<file path="src/rtl/fto_ram.sv">
// Five-tuple owner table: generic simple dual-port RAM.
// One write port, one read port with registered read data.
// No dependencies.
module fto_ram #(
    parameter int unsigned WIDTH = 8,
    parameter int unsigned DEPTH = 16
) (
    input  logic                     aclk,
    input  logic                     wr_en,
    input  logic [$clog2(DEPTH)-1:0] wr_addr,
    input  logic [WIDTH-1:0]         wr_data,
    input  logic                     rd_en,
    input  logic [$clog2(DEPTH)-1:0] rd_addr,
    output logic [WIDTH-1:0]         rd_data
);

    logic [WIDTH-1:0] mem_reg [DEPTH];
    logic [WIDTH-1:0] rd_data_reg;

    // Write port
    always_ff @(posedge aclk) begin
        if (wr_en) begin
            mem_reg[wr_addr] <= wr_data;
        end
    end

    // Registered read port
    always_ff @(posedge aclk) begin
        if (rd_en) begin
            rd_data_reg <= mem_reg[rd_addr];
        end
    end

    assign rd_data = rd_data_reg;

endmodule

</file>
<file path="config.mk">
export PLATFORM = sky130hd
export DESIGN_NAME = fto_ram
export DESIGN_NICKNAME = d
export VERILOG_FILES = /design/src/rtl/fto_ram.sv
export SDC_FILE = /design/constraint.sdc
export NUM_CORES = 1
export LEC_CHECK = 0
export ABC_AREA = 1
export BUFFER_PORTS_ARGS = -buffer_cell sky130_fd_sc_hd__buf_4
export CORE_UTILIZATION = 50
export CTS_CLUSTER_SIZE = 12
export DETAILED_ROUTE_END_ITERATION = 10
export GPL_ROUTABILITY_DRIVEN = 0
export HOLD_SLACK_MARGIN = 0.05
export PLACE_DENSITY = 0.77
export SLEW_MARGIN = 30
export SYNTH_ARGS = -nofsm -noshare
export SYNTH_HDL_FRONTEND = slang
export SYNTH_SLANG_ARGS = --single-unit
</file>
<file path="constraint.sdc">
create_clock -name aclk -period 1.8 [get_ports aclk]
set_clock_uncertainty 0.05 [all_clocks]
set_input_delay 0.18 -clock aclk [delete_from_list [all_inputs] [get_ports aclk]]
set_output_delay 0.18 -clock aclk [all_outputs]
set_load 0.05 [all_outputs]
</file>
==> reports/results.tsv <==
stage	metric	value	unit
run_status	status	finished, final reports clean	
detailed_routing	drt_iter0_drc	289	
finish	stdcell_count	750	
synthesis	synth_most_common_cell	nand2_1	
synthesis	synthFlopType	edfxtp_1	
clock_network	clockBufferDepth	2	
synthesis	synth_top_area_share	69.8	%
worst_setup_path	worstReg2RegEnd	rd_data[6]	
clock_network	cts.sinks	136	
worst_setup_path	cp_top_family	flip-flops	
floorplan	ioPinCount	27	
placement	dp_slack	0.239	ns
synthesis	avgSynthCellArea	10.6	sq um
timing	hold_violations	0	
detailed_routing	drc	0	
placement	place_area	6240	sq um
power	leakagePower	2.98	nW
power	netSwitchingFraction	21.4	%
clock_network	cts_resized	0	
run	maxCapViolCount	0	
synthesis	yosysUniqueCellTypes	11	
finish	final_net_count	613	
synthesis	synth_edf_count	136	
worst_setup_path	crit_start	rd_data[6]	
detailed_routing	drt_wl_total	13.1	mm
floorplan	die_w	110	um
finish	multiInputGateArea	1210	sq um
worst_setup_path	cp.arrival	1.08	ns
grt	grt_pass1_vias	3912	
timing	max_freq	765	MHz
clock_network	clk_pin_slew_worst_paths	0.06	ns
synthesis	syn-num-nets	570	
worst_setup_path	crit_chain	buf_4	
synthesis	yosys_warnings	0	
detailed_routing	ant_nets	0	
worst_setup_path	critPathMaxFanout	1	
timing	worst_pin_slew	0.545	ns
detailed_routing	vias_per_cell	5.32	
grt	grt_max_degree	65	
synthesis	seq_area_frac_synth	69.8	%
grt	grt_pass1_wl	20.8	mm
finish	antenna_cells	0	
synthesis	synthArstFlopShare	0	%
grt	grt_overflow_total	0	
worst_setup_path	slowest_stage	edfxtp_1	
power	ir_worst_vdd	0.000581	V
floorplan	start_util	51.2	%
finish	seq_area	4080	sq um
finish	utilization	60.2	%
timing	fin_crit_sh	72.6	%
power	clkPwrFrac	46.5	%
clock_network	cts_root_buf	clkbuf_16	
synthesis	yosysTopAreaCell	edfxtp_1	
floorplan	rows	39	
power	power.total	7.67	mW
timing	setup_ws	0.493	ns
min_path	min_to	mem_reg[13][1]	
power	p_int	6.03	mW
detailed_routing	drt_pass1_iterations	7	
worst_setup_path	slowest_delay	0.44	ns
finish	largest_reg_flops	128	
clock_network	post_cts.repair.setup_buffers	0	
clock_network	h-tree-depth	4	
clock_network	cts_buffers	17	
power	power.density	1120	nW/um^2
floorplan	core	11400	sq um
worst_setup_path	path_class	flop to primary output	
synthesis	synthCells	551	
grt	antenna_found_initial	0	
finish	fillers	904	
clock_network	cts_tree	yes	
detailed_routing	vias	3988	
power	pwr-share-seq	46.9	%
synthesis	yosys-top-cells-area	edfxtp_1, nand2_1, nand3_1, inv_1, buf_6	
placement	hpwl	8.01	mm
timing	grt_setup_unrepaired	no	
worst_setup_path	required	1.57	ns
timing	setup_violations	0	
finish	design_area	6870	sq um
power	power.switching	1.64	mW
min_path	min_from	wr_data[1]	
synthesis	synth.top_cells.by_count	nand2_1, edfxtp_1, inv_1	
worst_setup_path	critPathBufInv	1	
floorplan	die_y	110	um
timing	holdWs	0.0588	ns
worst_setup_path	worst_r2r_path_depth	6	
floorplan	dieArea	12100	sq um
finish	drive_gt1_share	12.9	%
placement	place_inst	716	
min_path	hold_path_class	input port to flop	
worst_setup_path	rrSetupSlack	0.56	ns
power	p_comb_share	6.6	%
worst_setup_path	setup.worst_path.end_class	primary output	
synthesis	syn-cell-area	5850	sq um
timing	setup-tns-final	0	ns
grt	grt_usage	24.5	%
timing	slew_headroom	63.6	%
synthesis	ys_seq_elements	136	
finish	area_growth	17.6	%
timing	finalCriticalPeriod	1.31	ns
placement	portBuffers	26	
timing	drv_slew	0	
min_path	hold_depth	1	
detailed_routing	wire_per_inst	17.5	um
worst_setup_path	reg2reg_from	mem_reg[0][6]	
clock_network	insertion_delay	0.42	ns
worst_setup_path	startpoint_type	flop	
## power groups by stage
stage | Clock (mW) | Sequential, mW | Combinational (mW)
6_report | 3.57 | 3.59 | 0.506
5_1_grt | 3.73 | 3.60 | 0.554
4_1_cts | 3.59 | 3.59 | 0.504
3_5_place_dp | 0 | 3.66 | 0.497
3_3_place_gp | 0 | 3.66 | 0.484
2_1_floorplan | 0 | 3.70 | 0.250
## cell families after synthesis
logic type    share of synthesized area (%)
simple gates                           20.8
buf+inv                                9.39
flops                                  69.8
## layout make-up
cell class,count,area share (%)
clock buffer,19,6.30
clock inverter,13,2.60
inverter,102,5.57
multi-input combinational,289,17.7
sequential,136,59.4
tap,143,2.60
timing repair buffer,48,5.86
## what timing repair did
action                                  4_1_cts  5_1_grt
endpoints found under the setup margin        0        0
hold buffers                                  2        0
hold endpoints to repair                      9        0
## per-layer routing
metal,track usage (%),vias to the layer above,routed length [um]
li1,-,1869,-
met1,29.7,1887,5180
met2,40.9,189,6490
met3,5.64,43,916
met4,13.2,0,525
met5,0,-,0
## worst max path at each step
stage | cells after the start | slack, ns | endpoint
6_report | 1 | 0.49 | rd_data[6]
5_1_grt | 6 | 0.47 | rd_data[6]
4_1_cts | 1 | 0.49 | rd_data[3]
3_5_place_dp | 5 | 0.24 | rd_data[6]
3_3_place_gp | 5 | 0.27 | rd_data[6]
2_1_floorplan | 2 | 0.62 | mem_reg[10][0]
## placed cells by master (no fill, tap or decap)
cell type and n:
buf_12 3, buf_4 43, bufinv_16 4, clkbuf_1 2, clkbuf_16 17, clkinv_2 5, clkinv_4 3, clkinvlp_4 1
dlygate4sd3_1 2, edfxtp_1 136, inv_1 100, inv_2 2, nand2_1 173, nand3_1 97, nand3b_1 2, nor2_1 17
(Power assumes the default switching activity.)
